[src/asr_pkg.sv]
// Shared constants, types and helpers for the converter-sample servo regulator.
// Used by every module under src; depends on nothing else.
package asr_pkg;

	localparam int ADC_BITS = 24;
	localparam int LEVEL_W  = 24;
	localparam int SP_W     = 24;
	localparam int CENTER_W = 16;
	localparam int ANGLE_W  = 8;
	localparam int CMP_W    = 16;
	localparam int WORD_W   = 32;
	localparam int CFG_IDX_W  = 2;
	localparam int CFG_DATA_W = 24;
	localparam int OUT_DATA_W = CMP_W + ANGLE_W + 2 * LEVEL_W;

	// error magnitude, digit-serial multiplier geometry
	localparam int ERR_W   = LEVEL_W + 2;
	localparam int MAG_W   = LEVEL_W + 1;
	localparam int DIG_W   = 5;
	localparam int STEPS   = MAG_W / DIG_W;
	localparam int CNT_W   = $clog2(STEPS);
	localparam int K_W     = 22;
	localparam int FRAC_W  = 32;
	localparam int Q_W     = MAG_W + K_W - FRAC_W;
	localparam int DROP_W  = FRAC_W - MAG_W;

	localparam logic [K_W-1:0] K_REGULATE = K_W'(2559148);
	localparam logic [K_W-1:0] K_BACKFILL = K_W'(1279574);

	localparam logic [LEVEL_W-1:0] ADC_MID = LEVEL_W'(2 ** (ADC_BITS - 1));

	localparam logic [2:0] CHAN_MASK       = 3'h7;
	localparam logic [2:0] CHAN_OXIDIZER   = 3'h3;
	localparam logic [2:0] CHAN_PRESSURANT = 3'h2;

	localparam logic signed [ANGLE_W-1:0] THETA_NEG  = -8'sd30;
	localparam logic signed [ANGLE_W-1:0] THETA_MAX  = 8'sd57;
	localparam logic signed [ANGLE_W-1:0] ANGLE_BASE = -8'sd57;
	localparam logic signed [ANGLE_W-1:0] ANGLE_IDLE = -8'sd90;

	localparam logic [CFG_IDX_W-1:0] REG_SETPOINT = 2'd0;
	localparam logic [CFG_IDX_W-1:0] REG_REGULATE = 2'd1;
	localparam logic [CFG_IDX_W-1:0] REG_BACKFILL = 2'd2;
	localparam logic [CFG_IDX_W-1:0] REG_CENTER   = 2'd3;

	typedef struct packed {
		logic start;
	} asr_mul_ctl_t;

	typedef struct packed {
		logic busy;
		logic done;
	} asr_mul_sts_t;

	// trunc(12.2 * m) = 12*m + floor(m/5); m/5 by reciprocal 205/1024, exact for m <= 90
	function automatic logic [10:0] servo_offset(input logic [6:0] m);
		logic [14:0] fifth;
		fifth = 15'(m) * 15'd205;
		return 11'({m, 3'b000}) + 11'({m, 2'b00}) + 11'(fifth[14:10]);
	endfunction

endpackage

[src/asr_serial_mul.sv]
// Digit-serial unsigned multiplier: error magnitude times a Q0.32 gain,
// five bits of the magnitude per cycle, keeping only product bits from 2^32 up.
// Depends on asr_pkg.
module asr_serial_mul (
	input  logic                        clk,
	input  logic                        arst_n,
	input  asr_pkg::asr_mul_ctl_t       ctl,
	input  logic [asr_pkg::MAG_W-1:0]   mag,
	input  logic [asr_pkg::K_W-1:0]     k,
	output asr_pkg::asr_mul_sts_t       sts,
	output logic [asr_pkg::Q_W-1:0]     q
);
	import asr_pkg::*;

	logic [MAG_W-1:0]       mag_q;
	logic [K_W-1:0]         k_q;
	logic [K_W-1:0]         acc_q;
	logic [CNT_W-1:0]       cnt_q;
	logic                   busy_q;
	logic                   done_q;
	logic [K_W+DIG_W-1:0]   sum;

	assign sum = (K_W+DIG_W)'(acc_q) + (K_W+DIG_W)'(k_q) * (K_W+DIG_W)'(mag_q[DIG_W-1:0]);

	always_ff @(posedge clk or negedge arst_n) begin
		if (!arst_n) begin
			busy_q <= 1'b0;
			done_q <= 1'b0;
			cnt_q  <= '0;
		end else begin
			done_q <= busy_q && (cnt_q == '0);
			if (ctl.start) begin
				busy_q <= 1'b1;
				cnt_q  <= CNT_W'(STEPS - 1);
			end else if (busy_q) begin
				cnt_q <= cnt_q - 1'b1;
				if (cnt_q == '0) begin
					busy_q <= 1'b0;
				end
			end
		end
	end

	always_ff @(posedge clk) begin
		if (ctl.start) begin
			mag_q <= mag;
			k_q   <= k;
			acc_q <= '0;
		end else if (busy_q) begin
			// shift out the low digit: it never reaches bit 32 again
			acc_q <= sum[K_W+DIG_W-1:DIG_W];
			mag_q <= mag_q >> DIG_W;
		end
	end

	assign sts.busy = busy_q;
	assign sts.done = done_q;
	assign q = acc_q[K_W-1:DROP_W];

endmodule

[src/asr_servo_map.sv]
// Turns the scaled error into a clamped servo angle and a pulse compare value.
// Pure logic; depends on asr_pkg.
module asr_servo_map (
	input  logic [asr_pkg::Q_W-1:0]             q,
	input  logic                                neg,
	input  logic                                regulate,
	input  logic                                backfill,
	input  logic [asr_pkg::CENTER_W-1:0]        center,
	output logic signed [asr_pkg::ANGLE_W-1:0]  angle,
	output logic [asr_pkg::CMP_W-1:0]           compare
);
	import asr_pkg::*;

	logic signed [ANGLE_W-1:0] theta;
	logic [6:0]                mag;
	logic [CMP_W:0]            diff;

	always_comb begin
		if (neg && (q != '0)) begin
			theta = THETA_NEG;
		end else if (q > Q_W'(THETA_MAX)) begin
			theta = THETA_MAX;
		end else begin
			theta = ANGLE_W'(q);
		end

		if (regulate || backfill) begin
			angle = ANGLE_BASE + theta;
		end else begin
			angle = ANGLE_IDLE;
		end

		// angle is never positive
		mag  = 7'(-angle);
		diff = {1'b0, center} - (CMP_W+1)'(servo_offset(mag));
		compare = diff[CMP_W] ? '0 : diff[CMP_W-1:0];
	end

endmodule

[src/adc_sample_servo_regulator.sv]
// One sample at a time: a sample is taken only in idle, then passes the load, the
// five-step digit-serial multiply, the handoff and the output stages in turn.
// A finished result waits in the output register while the next sample is accepted.
// Reset (arst_n low, asynchronous) clears the levels, the configuration registers,
// the state and the valids.
// Configuration writes are taken every cycle (cfg_ready stays high).
module adc_sample_servo_regulator (
	input  logic                            clk,
	input  logic                            arst_n,
	input  logic                            cfg_valid,
	output logic                            cfg_ready,
	input  logic [asr_pkg::CFG_IDX_W-1:0]   cfg_index,
	input  logic [asr_pkg::CFG_DATA_W-1:0]  cfg_data,
	input  logic                            s_axis_tvalid,
	output logic                            s_axis_tready,
	input  logic [asr_pkg::WORD_W-1:0]      s_axis_tdata,   // [31:0] adc_word
	output logic                            m_axis_tvalid,
	input  logic                            m_axis_tready,
	// [15:0] servo_compare, [23:16] servo_angle, [47:24] oxidizer_reading,
	// [71:48] pressurant_reading
	output logic [asr_pkg::OUT_DATA_W-1:0]  m_axis_tdata
);
	import asr_pkg::*;

	localparam logic [1:0] ST_IDLE = 2'd0;
	localparam logic [1:0] ST_MUL  = 2'd1;
	localparam logic [1:0] ST_OUT  = 2'd2;

	logic [1:0]               state_q;
	logic signed [SP_W-1:0]   setpoint_q;
	logic                     regulate_q;
	logic                     backfill_q;
	logic [CENTER_W-1:0]      center_q;
	logic [LEVEL_W-1:0]       oxidizer_q;
	logic [LEVEL_W-1:0]       pressurant_q;
	logic                     neg_q;
	logic                     out_valid_q;
	logic [OUT_DATA_W-1:0]    out_data_q;

	logic                     in_fire;
	logic                     out_free;
	logic [2:0]               chan;
	logic [LEVEL_W-1:0]       data;
	logic [LEVEL_W-1:0]       ox_next;
	logic signed [ERR_W-1:0]  err;
	logic [ERR_W-1:0]         err_abs;
	logic [MAG_W-1:0]         mag;
	logic [K_W-1:0]           k;
	asr_mul_ctl_t             mul_ctl;
	asr_mul_sts_t             mul_sts;
	logic [Q_W-1:0]           q;
	logic signed [ANGLE_W-1:0] angle;
	logic [CMP_W-1:0]         compare;

	assign cfg_ready     = 1'b1;
	assign s_axis_tready = (state_q == ST_IDLE);
	assign in_fire       = s_axis_tvalid && s_axis_tready;
	assign out_free      = !out_valid_q || m_axis_tready;
	assign m_axis_tvalid = out_valid_q;
	assign m_axis_tdata  = out_data_q;

	assign chan    = s_axis_tdata[2:0] & CHAN_MASK;
	assign data    = s_axis_tdata[WORD_W-1:8];
	assign ox_next = (chan == CHAN_OXIDIZER) ? data : oxidizer_q;

	// error against the level as it stands after this sample
	assign err     = ERR_W'(setpoint_q) - $signed({2'b00, ox_next}) + $signed({2'b00, ADC_MID});
	assign err_abs = err[ERR_W-1] ? ERR_W'(-err) : ERR_W'(err);
	assign mag     = err_abs[MAG_W-1:0];
	assign k       = regulate_q ? K_REGULATE : K_BACKFILL;
	assign mul_ctl.start = in_fire;

	asr_serial_mul u_mul (
		.clk    (clk),
		.arst_n (arst_n),
		.ctl    (mul_ctl),
		.mag    (mag),
		.k      (k),
		.sts    (mul_sts),
		.q      (q)
	);

	asr_servo_map u_map (
		.q        (q),
		.neg      (neg_q),
		.regulate (regulate_q),
		.backfill (backfill_q),
		.center   (center_q),
		.angle    (angle),
		.compare  (compare)
	);

	always_ff @(posedge clk or negedge arst_n) begin
		if (!arst_n) begin
			setpoint_q <= '0;
			regulate_q <= 1'b0;
			backfill_q <= 1'b0;
			center_q   <= '0;
		end else if (cfg_valid && cfg_ready) begin
			case (cfg_index)
				REG_SETPOINT: setpoint_q <= cfg_data[SP_W-1:0];
				REG_REGULATE: regulate_q <= cfg_data[0];
				REG_BACKFILL: backfill_q <= cfg_data[0];
				REG_CENTER:   center_q   <= cfg_data[CENTER_W-1:0];
				default: ;
			endcase
		end
	end

	always_ff @(posedge clk or negedge arst_n) begin
		if (!arst_n) begin
			oxidizer_q   <= '0;
			pressurant_q <= '0;
			state_q      <= ST_IDLE;
			out_valid_q  <= 1'b0;
			neg_q        <= 1'b0;
		end else begin
			// load a new result, or hold the waiting one until it is taken
			out_valid_q <= ((state_q == ST_OUT) && out_free) || (out_valid_q && !m_axis_tready);
			case (state_q)
				ST_IDLE: begin
					if (in_fire) begin
						if (chan == CHAN_OXIDIZER) begin
							oxidizer_q <= data;
						end else if (chan == CHAN_PRESSURANT) begin
							pressurant_q <= data;
						end
						neg_q   <= err[ERR_W-1];
						state_q <= ST_MUL;
					end
				end
				ST_MUL: begin
					if (mul_sts.done) begin
						state_q <= ST_OUT;
					end
				end
				ST_OUT: begin
					// hold until the output register is free
					if (out_free) begin
						state_q <= ST_IDLE;
					end
				end
				default: state_q <= ST_IDLE;
			endcase
		end
	end

	always_ff @(posedge clk) begin
		if ((state_q == ST_OUT) && out_free) begin
			out_data_q <= {pressurant_q, oxidizer_q, angle, compare};
		end
	end

endmodule

[config.mk]
export PLATFORM = sky130hd
export DESIGN_NAME = adc_sample_servo_regulator
export DESIGN_NICKNAME = d
export VERILOG_FILES = /design/src/asr_pkg.sv /design/src/asr_serial_mul.sv /design/src/asr_servo_map.sv /design/src/adc_sample_servo_regulator.sv
export SDC_FILE = /design/constraint.sdc
export NUM_CORES = 1
export LEC_CHECK = 0
export BUFFER_PORTS_ARGS = -buffer_cell sky130_fd_sc_hd__buf_2
export CAP_MARGIN = 40
export CORE_MARGIN = 2
export CORE_UTILIZATION = 40
export CTS_CLUSTER_DIAMETER = 60
export DETAILED_ROUTE_END_ITERATION = 10
export HOLD_SLACK_MARGIN = 0.02
export PLACE_DENSITY = 0.65
export SLEW_MARGIN = 20
export SYNTH_ARGS = -nofsm -noshare
export SYNTH_HDL_FRONTEND = slang
export SYNTH_SLANG_ARGS = --single-unit
[constraint.sdc]
create_clock -name clk -period 13 [get_ports clk]
set_input_delay 0.65 -clock clk [delete_from_list [all_inputs] [get_ports clk]]
set_output_delay 0.65 -clock clk [all_outputs]
set_load 0.005 [all_outputs]
## After elaboration in Yosys (flattened, before gate mapping)

Cells that the tools add are included.

| storage, ports and cells | value |
|---|---|
| output and inout port bits | 75 |
| input port bits | 63 |
| register bits after elaboration | 240 |

| cells by class | value |
|---|---|
| magnitude comparators | 1 |
| equality and inequality tests | 10 |
| bitwise operators | 1 |
| multipliers | 2 |
| mux-type cells | 17 |
| $add $sub $neg | 10 |
| reduce and logical (&&, ||, !) cells | 22 |

Operator list:

| cell | number |
|---|---|
| $mux 25 | 3 |
| $add 22x27->27 | 1 |
| $mul 22x5->27 | 1 |
| $add 26x25->26 const B | 1 |
| $sub 24x25->26 | 1 |
| $neg 25->25 | 1 |
| $mux 24 | 1 |
| $mux 8 | 3 |
| $mux 22 | 1 |
| $sub 16x11->17 | 1 |
| $gt 15x6->1 const B | 1 |
| $mul 7x8->15 const B | 1 |
| $reduce_bool 15->1 | 1 |
| $add 10x9->11 | 1 |
| $add 11x5->11 | 1 |
| $reduce_and 2->1 | 5 |
| $add 7x8->8 const A | 1 |
| $neg 7->7 | 1 |
| $eq 2x2->1 const B | 3 |
| $eq 3x2->1 const B | 2 |
| $mux 2 | 3 |
| $mux 3 | 2 |
| $pmux 2 s3 | 1 |
| $logic_and 1x1->1 | 5 |
| other kinds (13) | 21 |

## Longest topological paths before layout

Gate-level depths: netlist of the first run.

| logic depth | value |
|---|---|
| word-level depth | 9 |
| gate-level depth with buffers | 45 |
| gate-level depth less buffers | 44 |

## Hierarchy

A second synthesis of the first run with hierarchy kept.

| unflattened totals | value |
|---|---|
| cells, all modules | 1592 |
| area, all modules | 17220.3 sq um |

By module, submodules not included:

| module | cells each | area an instance (sq um) | instances | sequential area each (sq um) |
|---|---|---|---|---|
| adc_sample_servo_regulator | 643 | 8225.4 | 1 | 4514.3 |
| asr_serial_mul | 655 | 6700.2 | 1 | 1976.9 |
| asr_servo_map | 294 | 2294.7 | 1 | 0.0 |

## Worst setup path after synthesis of the first run

No wires, ideal clock.

| path | value |
|---|---|
| kind | reg-to-reg |
| start | register u_mul.acc_q[18] |
| end | register out_data_q[14] (netlist: m_axis_tdata[14]) (data pin) |
| data arrival time | 9.116 ns |
| path slack | 3.624 ns |
| setup time | 0.260 ns |
| path buffers | 0 |
| cell stages (with the launch flop) | 45 |
| path through | dfxtp_1 > nor4_2 > nand3_2 > o21ai_2 > nand2_2 > ha_1 > o21ai_0 > o21ai_0 > a221oi_1 > nor2_1 > nor4b_1 > xnor2_1 > ha_1 > inv_1 > fa_1 > inv_1 > ha_1 > inv_1 > [... 9 more ...] > a21oi_1 > o21bai_1 > a21oi_1 > xnor2_1 > fa_1 > fa_1 > inv_1 > ha_1 > inv_1 > a21oi_1 > o21ai_0 > a21oi_1 > o21ai_0 > a21oi_1 > o31a_1 > or2_2 > nor4_1 > mux2_2 |

| on the way | value |
|---|---|
| cells in the longest elaborated chain, start to end | 9 |

RTL lines:

| element | RTL line | text |
|---|---|---|
| start: declaration | asr_serial_mul.sv:17 | `logic [K_W-1:0] acc_q;` |
| start signal: assignment | asr_serial_mul.sv:51 | `acc_q <= sum[K_W+DIG_W-1:DIG_W];` |
| $gt 15x6->1 or $reduce_bool 15->1 (tied branches) | asr_servo_map.sv:21, asr_servo_map.sv:19 |  |
| $mux 8 or $logic_and 1x1->1 (tied branches) | asr_servo_map.sv:21, asr_servo_map.sv:19 |  |
| $mux 8 (*) | asr_servo_map.sv:19 | `if (neg && (q != '0)) begin` |
| $add 7x8->8 (*) | asr_servo_map.sv:28 | `angle = ANGLE_BASE + theta;` |
| $mux 8 (*) | asr_servo_map.sv:27 | `if (regulate \|\| backfill) begin` |
| named net angle[4] | adc_sample_servo_regulator.sv:52 | `logic signed [ANGLE_W-1:0] angle;` |
| $neg 7->7 (*) | asr_servo_map.sv:34 | `mag = 7'(-angle);` |
| $mul 7x8->15 or $add 10x9->11 (tied branches) | asr_pkg.sv:58, asr_pkg.sv:59 |  |
| $add 11x5->11 (*) | asr_pkg.sv:59 | `return 11'({m, 3'b000}) + 11'({m, 2'b00}) + 11'(fifth[14:10]);` |
| $sub 16x11->17 (*) | asr_servo_map.sv:35 | `diff = {1'b0, center} - (CMP_W+1)'(servo_offset(mag));` |
| end signal: assignment | adc_sample_servo_regulator.sv:150 | `out_data_q <= {pressurant_q, oxidizer_q, angle, compare};` |
| end: declaration | adc_sample_servo_regulator.sv:38 | `logic [OUT_DATA_W-1:0] out_data_q;` |

Mark *: on every way through the listed nets, which the timed path passes. The rest lies on a longest branch.
A chain may end at the register's enable or synchronous reset.

## Worst setup path after layout of the first run

| path | value |
|---|---|
| start | register u_mul.acc_q[19] |
| end | register out_data_q[14] (netlist: m_axis_tdata[14]) (data pin) |

Same word-level chain as after synthesis.

==> impl_metrics.py, run 1 <==
metrics = {
    "floorplanning": {
        "die_h_um": 197,
        "initial_core_util_pct": 40.6,
        "chipWidth_um": 197,
        "fp.coreArea_um2": 36700,
        "io_pins": 138,
        "die-area_um2": 38800,
        "rows": 70,
    },
    "global_route": {
        "antenna_found_initial": 0,
        "grt_first_pass_wirelength_um": 55700,
        "grt.total_usage_pct": 17.9,
        "grt-ovfl-total": 0,
        "first_global_vias": 10700,
        "grt_max_degree": 60,
    },
    "status": {
        "outcome": "finished clean",
    },
    "cts": {
        "clockBufferDepth": 3,
        "postCtsSetupBuffers": 0,
        "clkSinkCount": 219,
        "root_buffer": "clkbuf_16",
        "cts_tree": "yes",
        "cts_buffers": 30,
        "cts_resized": 0,
        "clk_latency_ns": 0.59,
        "htreeDepth": 1,
        "hold_buffers": 1,
        "path_clk_slew_ns": 0.06,
    },
    "sta": {
        "drv_slew": 0,
        "finalSetupViolCount": 0,
        "hold_violations": 0,
        "tns_ns": 0,
        "max_freq_mhz": 92.5,
        "fin_crit_sh_pct": 83.2,
        "worst_pin_slew_ns": 0.779,
        "rsz0062_at_grt": "no",
        "relSlewSlack_pct": 47.7,
        "period_minus_slack_ns": 10.81,
        "skew_ns": 0.0291,
    },
    "logic_synthesis": {
        "synth_edf_count": 99,
        "synth-main-ff-cell": "edfxtp_1",
        "synth_seq_cells": 219,
        "syn_area_um2": 14900,
        "synth_cell_types": 90,
        "ys_seq_area_share_pct": 39.4,
        "async_reset_ff_share_pct": 45.2,
        "synth.net_count": 1660,
        "synth.avg_cell_area_um2": 10.8,
        "yosys_warnings": 0,
        "synth_cells": 1383,
    },
    "layout": {
        "layout_common_cells": "inv_1 (146), ha_1 (146), buf_2 (130)",
        "drive_above_1_share_pct": 20.5,
        "synthToLayoutAreaGrowth_pct": 15.7,
        "nets": 1805,
    },
    "route": {
        "wl_per_cell_um": 16.8,
        "dr.pass1.iters": 5,
        "vias": 10400,
        "drt_iter0_markers": 465,
        "ant_nets": 0,
        "totalWireLength_um": 33900,
        "viasPerCell": 5.17,
        "drcViolationCount": 0,
    },
    "placed_design": {
        "port_buffers": 131,
        "gp_congestion": 0.873,
        "hpwlAfterDp_um": 26200,
    },
    "setup_path": {
        "critPathMaxFanout": 8,
        "crit_path_top_delay_cell": "fa_1",
        "slowest_delay_ns": 0.56,
        "end_kind": "flop",
        "startpoint_type": "flop",
        "required_ns": 13.34,
        "path_class": "reg2reg",
        "worstPathArrival_ns": 11.16,
    },
    "min_path": {
        "min_path_type": "in2reg",
    },
    "job": {
        "maxCapViolations": 0,
    },
}
[registers in the layout (all words and copies together), names as in the netlist]
signal / flops
m_axis_tdata: 72
u_mul.mag_q: 25
oxidizer_q: 24
pressurant_q: 24
setpoint_q: 24
u_mul.acc_q: 21
center_q: 16
u_mul.cnt_q: 3
state_q: 2
u_mul.k_q: 2
backfill_q: 1
m_axis_tvalid: 1
neg_q: 1
regulate_q: 1
u_mul.busy_q: 1
u_mul.done_q: 1
[path summary, 6_finish.rpt]
check | from | endpoint | slack, ns | cells after the start
min in group asynchronous | arst_n | pressurant_q[22] | 0.54 | 2
worst max register to register | u_mul.acc_q[19] | m_axis_tdata[14] | 2.19 | 43
worst min-delay path | cfg_data[20] | setpoint_q[20] | 0.29 | 2
worst min register to register | pressurant_q[12] | m_axis_tdata[60] | 0.45 | 0
worst max-delay path | u_mul.acc_q[19] | m_axis_tdata[14] | 2.19 | 43
max in group asynchronous | arst_n | pressurant_q[1] | 11.46 | 4
[area by class of cell]
cell class	count	area (um^2)
repair buffers	146	837
clock buffers	32	779
well taps	468	586
fillers	3324	19400
flip-flops and latches	219	5870
diodes	1	2.50
inverters	147	552
clock inverters	24	294
multi-input cells	984	8340
[Yosys cell counts (13+ instances only)]
cell	instances	area share, %
ha_1	146	12
clkbuf_1	20	0.50
edfxtp_1	99	20
and3_1	13	0.55
dfrtp_1	99	17
nor2b_1	13	0.55
fa_1	68	9.1
dfxtp_1	21	2.8
nor2_1	97	2.4
inv_1	146	3.7
xnor2_1	39	2.3
mux2_2	72	5.4
xor2_1	34	2.0
o21ai_1	13	0.44
o21ai_0	85	2.9
nand2_1	102	2.6
nor3_1	17	0.57
a21oi_1	58	1.9
mux2i_1	38	2.6
[cells by family (layout without fill, tap and decap cells)]
logic type	Yosys count	count (layout)	synth area share (%)
flops	219	219	39.4
compound gates	260	260	11.4
buf+inv	180	349	4.85
simple gates	326	326	10.7
xor+xnor	73	73	4.29
fa+ha+maj	214	214	21.4
mux	110	110	7.99
other cells	1	2	0.0251
[metal layers]
layer	share of wire [%]	track usage (%)
met2	48	30.7
met3	4.5	3.43
met4	2.3	4.54
met5	0	0
met1	45	23.4
[stage by stage]
step           hold WS [ns]  util (%)  setup WS [ns]  std cells  cell area, um^2
6_report              0.290      47.0           2.19       2021            17300
5_1_grt               0.280      47.0           1.38       2020            17300
3_3_place_gp          0.425      43.8           2.56       1956            16100
4_1_cts               0.262      46.9           2.25       2018            17200
2_1_floorplan         0.354         -           3.62       1383            14900
3_5_place_dp          0.430      44.0           2.29       1961            16100
[critical path, delay by kind of cell (launching register included)]
kind	cells	cell delay [ns]
AO/OA/AOI/OAI	17	3.52
adder cells (fa/ha/maj)	9	3.46
XOR/XNOR	2	0.71
buffers and inverters	7	0.46
multiplexers	1	0.36
AND/OR/NAND/NOR	7	1.75
flip-flops	1	0.34
Power of run 1 is not shown: default switching activity piles up to over one toggle a cycle in this logic, so the estimate is an artifact.
==> run 2, diff against run 1 <==
Settings changed: ABC_AREA set to 1, PLACE_DENSITY 0.65 to 0.68.
Clock period 13 ns to 9.8 ns, I/O delays scaled along.
==> impl_metrics.py, run 2 <==
metrics = {
    "route": {
        "viasPerCell": 4.90,
        "vias": 11200,
        "ant_nets": 0,
        "totalWireLength_um": 34300,
        "dr.pass1.iters": 5,
        "drt_iter0_markers": 718,
        "drcViolationCount": 0,
        "wl_per_cell_um": 15.0,
    },
    "placed_design": {
        "dpl_cell_area_um2": 16100,
        "hpwlAfterDp_um": 26400,
        "post-place-ws_ns": 0.619,
        "port_buffers": 131,
        "gp_congestion": 0.866,
    },
    "floorplanning": {
        "rows": 70,
        "io_pins": 138,
        "fp.coreArea_um2": 36600,
        "die-area_um2": 38800,
        "initial_core_util_pct": 40.6,
        "chipWidth_um": 197,
        "die_h_um": 197,
    },
    "sta": {
        "holdWs_ns": 0.135,
        "fin_crit_sh_pct": 91.0,
        "tns_ns": 0,
        "worst_pin_slew_ns": 0.669,
        "max_freq_mhz": 112,
        "drv_slew": 0,
        "rsz0062_at_grt": "no",
        "period_minus_slack_ns": 8.92,
        "hold_violations": 0,
        "skew_ns": 0.00985,
        "relSlewSlack_pct": 55.4,
        "fin_ws_ns": 0.885,
        "finalSetupViolCount": 0,
    },
    "layout": {
        "antenna_cells": 0,
        "final_common_cell": "nand2_1",
        "synthToLayoutAreaGrowth_pct": 15.2,
        "nets": 2081,
        "final_cell_area_um2": 17100,
        "drive_above_1_share_pct": 13.9,
        "largest_reg_flops": 72,
        "layout_common_cells": "nand2_1 (297), inv_1 (264), o21ai_0 (151)",
    },
    "logic_synthesis": {
        "yosys_warnings": 0,
        "synth_cells": 1664,
        "ys_top_cells_by_area": "edfxtp_1 (20%), dfrtp_1 (17%), ha_1 (12%)",
        "synth.avg_cell_area_um2": 8.94,
        "synth_cell_types": 58,
        "yosysTopAreaCell": "edfxtp_1",
        "synth-main-ff-cell": "edfxtp_1",
        "synth.cells.most_frequent": "nand2_1 (298), inv_1 (264), o21ai_0 (151), ha_1 (146), nor2_1 (116)",
        "synth_top_area_share_pct": 20.0,
        "ys_seq_area_share_pct": 39.4,
        "synth_edf_count": 99,
        "synth_seq_cells": 219,
        "synth.net_count": 1941,
        "async_reset_ff_share_pct": 45.2,
        "syn_area_um2": 14900,
        "synth_most_common_cell": "nand2_1",
    },
    "setup_path": {
        "timing.rr.start": "u_mul.acc_q[21]",
        "cp_common_cell": "inv_1",
        "path_class": "reg2reg",
        "r2r_setup_slack_ns": 0.88,
        "worstPathArrival_ns": 9.32,
        "end_kind": "flop",
        "rr_worst_depth": 48,
        "crit_path_top_delay_cell": "fa_1",
        "startpoint_type": "flop",
        "critPathMaxFanout": 7,
        "timing.rr.end": "m_axis_tdata[10]",
        "crit_path_end": "m_axis_tdata[10]",
        "slowest_delay_ns": 0.55,
        "cp-startpoint": "u_mul.acc_q[21]",
        "required_ns": 10.20,
    },
    "global_route": {
        "first_global_vias": 11300,
        "grt-ovfl-total": 0,
        "antenna_found_initial": 1,
        "grt_max_degree": 92,
        "grt.total_usage_pct": 18.0,
        "grt_first_pass_wirelength_um": 56500,
    },
    "cts": {
        "clockBufferDepth": 3,
        "cts_tree": "yes",
        "clk_latency_ns": 0.55,
        "root_buffer": "clkbuf_16",
        "cts_buffers": 27,
        "clkSinkCount": 219,
        "htreeDepth": 1,
        "path_clk_slew_ns": 0.06,
    },
    "min_path": {
        "min_path_type": "in2reg",
    },
    "status": {
        "outcome": "finished clean",
    },
    "job": {
        "maxCapViolations": 0,
    },
}
## run 2: through the flow
step           util, %  std cells
2_1_floorplan        -       1664
3_3_place_gp      43.9       2235
6_report          46.8       2293
5_1_grt           46.8       2293
3_5_place_dp      44.0       2237
4_1_cts           46.5       2288
## run 2: worst min path at each step
stage / startpoint / endpoint / cells after the start
after global placement: pressurant_q[13] / m_axis_tdata[61] / 0
final: m_axis_tready / m_axis_tvalid / 2
after detailed placement: pressurant_q[12] / m_axis_tdata[60] / 0
after global routing: m_axis_tready / m_axis_tvalid / 2
after floorplan: arst_n / backfill_q / 0
after CTS: m_axis_tready / m_axis_tvalid / 2
## run 2: layer usage
metal	wire length, um	global-route usage [%]	vias up
li1	-	-	5745
met2	16500	31.0	221
met3	1390	2.10	48
met4	659	4.62	2
met1	15800	24.2	5231
met5	13	0	-
## run 2: repair_timing
| action | in CTS | in global routing |
|---|---|---|
| hold endpoints to repair | 38 | 0 |
| setup buffers | 0 | 2 |
| hold buffers | 1 | 0 |
| gates resized for setup | 0 | 3 |
| setup endpoints to repair | 0 | 9 |
## run 2: layout make-up
type / instances / area [um^2]
Timing Repair Buffer: 146 / 850
Multi-Input combinational cell: 1140 / 7900
Tap cell: 468 / 586
Inverter: 270 / 1010
Clock inverter: 16 / 191
Sequential cell: 219 / 5870
Clock buffer: 34 / 743
Fill cell: 3486 / 19500
## run 2: critical path: cells and delay by family (launching register included)
kind,cells,cell delay [ns]
AO/OA/AOI/OAI,8,1.29
XOR/XNOR,2,0.36
adder cells (fa/ha/maj),10,3.68
buffers and inverters,13,1.16
flip-flops,1,0.31
AND/OR/NAND/NOR,15,1.95
## run 2: kinds of logic after synthesis
| kind of cell | after synthesis | share of synthesized area, % |
|---|---|---|
| AO/OA/AOI/OAI | 313 | 11.5 |
| XOR/XNOR | 61 | 3.64 |
| adder cells (fa/ha/maj) | 214 | 21.4 |
| buffers and inverters | 305 | 7.74 |
| flip-flops | 219 | 39.4 |
| multiplexers | 7 | 0.530 |
| other | 1 | 0.0252 |
| AND/OR/NAND/NOR | 544 | 15.7 |
Power of run 2 is left out for the same reason.
==> run 3, diff against run 2 <==
Settings changed: PLACE_DENSITY 0.68 to 0.63.
==> impl_metrics.py, run 3 (synthesis gave the netlist of run 2 again) <==
metrics = {
    "layout": {
        "layout_common_cells": "nand2_1 (297), inv_1 (264), o21ai_0 (151)",
        "synthToLayoutAreaGrowth_pct": 15.1,
        "nets": 2082,
        "final_common_cell": "nand2_1",
        "nFillCells": 3563,
        "antenna_cells": 0,
        "drive_above_1_share_pct": 13.8,
        "largest_reg_flops": 72,
        "final_core_util_pct": 46.8,
    },
    "setup_path": {
        "startpoint_type": "flop",
        "cp_common_cell": "inv_1",
        "critPathMaxFanout": 8,
        "crit_path_top_delay_cell": "fa_1",
        "slowest_delay_ns": 0.54,
        "worstPathArrival_ns": 9.16,
        "end_kind": "flop",
        "path_class": "reg2reg",
        "rr_worst_depth": 48,
        "required_ns": 10.10,
    },
    "floorplanning": {
        "die-area_um2": 38800,
        "io_pins": 138,
        "chipWidth_um": 197,
        "initial_core_util_pct": 40.6,
        "fp.coreArea_um2": 36600,
        "rows": 70,
        "die_h_um": 197,
    },
    "route": {
        "viasPerCell": 4.91,
        "vias": 11300,
        "drcViolationCount": 0,
        "drt_iter0_markers": 694,
        "wl_per_cell_um": 14.9,
        "ant_nets": 0,
        "dr.pass1.iters": 5,
        "totalWireLength_um": 34300,
    },
    "placed_design": {
        "gp_congestion": 0.875,
        "hpwlAfterDp_um": 26700,
        "port_buffers": 131,
        "post-place-ws_ns": 0.682,
    },
    "sta": {
        "period_minus_slack_ns": 8.86,
        "hold_violations": 0,
        "relSlewSlack_pct": 47.5,
        "drv_slew": 0,
        "worst_pin_slew_ns": 0.787,
        "skew_ns": 0.0158,
        "max_freq_mhz": 113,
        "rsz0062_at_grt": "no",
        "fin_crit_sh_pct": 90.4,
        "tns_ns": 0,
        "finalSetupViolCount": 0,
        "fin_ws_ns": 0.944,
    },
    "global_route": {
        "grt-ovfl-total": 0,
        "grt_max_degree": 87,
        "first_global_vias": 11600,
        "grt.total_usage_pct": 18.5,
        "antenna_found_initial": 0,
        "grt_first_pass_wirelength_um": 58100,
    },
    "job": {
        "maxCapViolations": 0,
    },
    "cts": {
        "htreeDepth": 1,
        "root_buffer": "clkbuf_16",
        "cts_tree": "yes",
        "clk_latency_ns": 0.56,
        "cts_buffers": 29,
        "clkSinkCount": 219,
        "path_clk_slew_ns": 0.06,
        "clockBufferDepth": 3,
    },
    "min_path": {
        "min_path_type": "in2reg",
        "min_path_cells": 2,
    },
    "status": {
        "outcome": "finished clean",
    },
}
run 3: changes by cell type in the layout (fill, tap and decap cells not counted):
cell        previous run  this run
clkbuf_16             28        31
clkinv_4               3         1
clkinv_2               1         5
clkinvlp_4             2         0
clkbuf_1               4         8
bufinv_16              2         0
buf_12                 1         0
inv_6                  2         7
inv_8                  6         0
run 3: metrics by stage:
| step | area (um^2) | cells | hold slack (ns) |
|---|---|---|---|
| 2_1_floorplan | 14900 | 1664 | 0.194 |
| 3_3_place_gp | 16100 | 2236 | 0.431 |
| 3_5_place_dp | 16100 | 2238 | 0.436 |
| 4_1_cts | 17000 | 2293 | 0.118 |
| 5_1_grt | 17100 | 2296 | 0.112 |
| 6_report | 17100 | 2296 | 0.145 |
run 3: critical path, delay by kind of cell (launching register included):
family          cells  cell delay (ns)
compound gates      7             0.93
xor+xnor            2             0.34
fa+ha+maj          10             3.65
buf+inv            12             1.03
flops               1             0.31
simple gates       17             2.35
run 3: layout make-up:
type / count / area (um^2) / share of cell area, %
multi-input cells: 1140 / 7900 / 46.1
well taps: 468 / 586 / 3.42
clock inverters: 13 / 95.1 / 0.555
inverters: 270 / 1010 / 5.92
repair buffers: 145 / 830 / 4.84
flip-flops and latches: 219 / 5870 / 34.3
clock buffers: 41 / 833 / 4.87
run 3: what timing repair did:
action                                  CTS  global route
hold buffers                              1             0
hold endpoints to repair                 38             0
buffers inserted                          0             1
resized for setup                         0             3
endpoints found under the setup margin    0             7
run 3: path summary, 6_finish.rpt:
path / slack (ns) / to / startpoint
max in group asynchronous: 8.48 / pressurant_q[10] / arst_n
worst min-delay path: 0.14 / m_axis_tvalid / m_axis_tready
worst min register to register: 0.45 / m_axis_tdata[67] / pressurant_q[19]
min in group asynchronous: 0.44 / pressurant_q[14] / arst_n
worst max register to register: 0.94 / m_axis_tdata[3] / u_mul.acc_q[21]
worst max-delay path: 0.94 / m_axis_tdata[3] / u_mul.acc_q[21]
run 3: layer usage:
layer	vias up	global-route usage (%)	share of wire (%)
met5	-	0	0
met4	0	3.73	1.2
met3	27	2.84	4.2
met2	176	31.5	48
met1	5335	25.1	47
li1	5734	-	-
Power of run 3 is left out for the same reason.
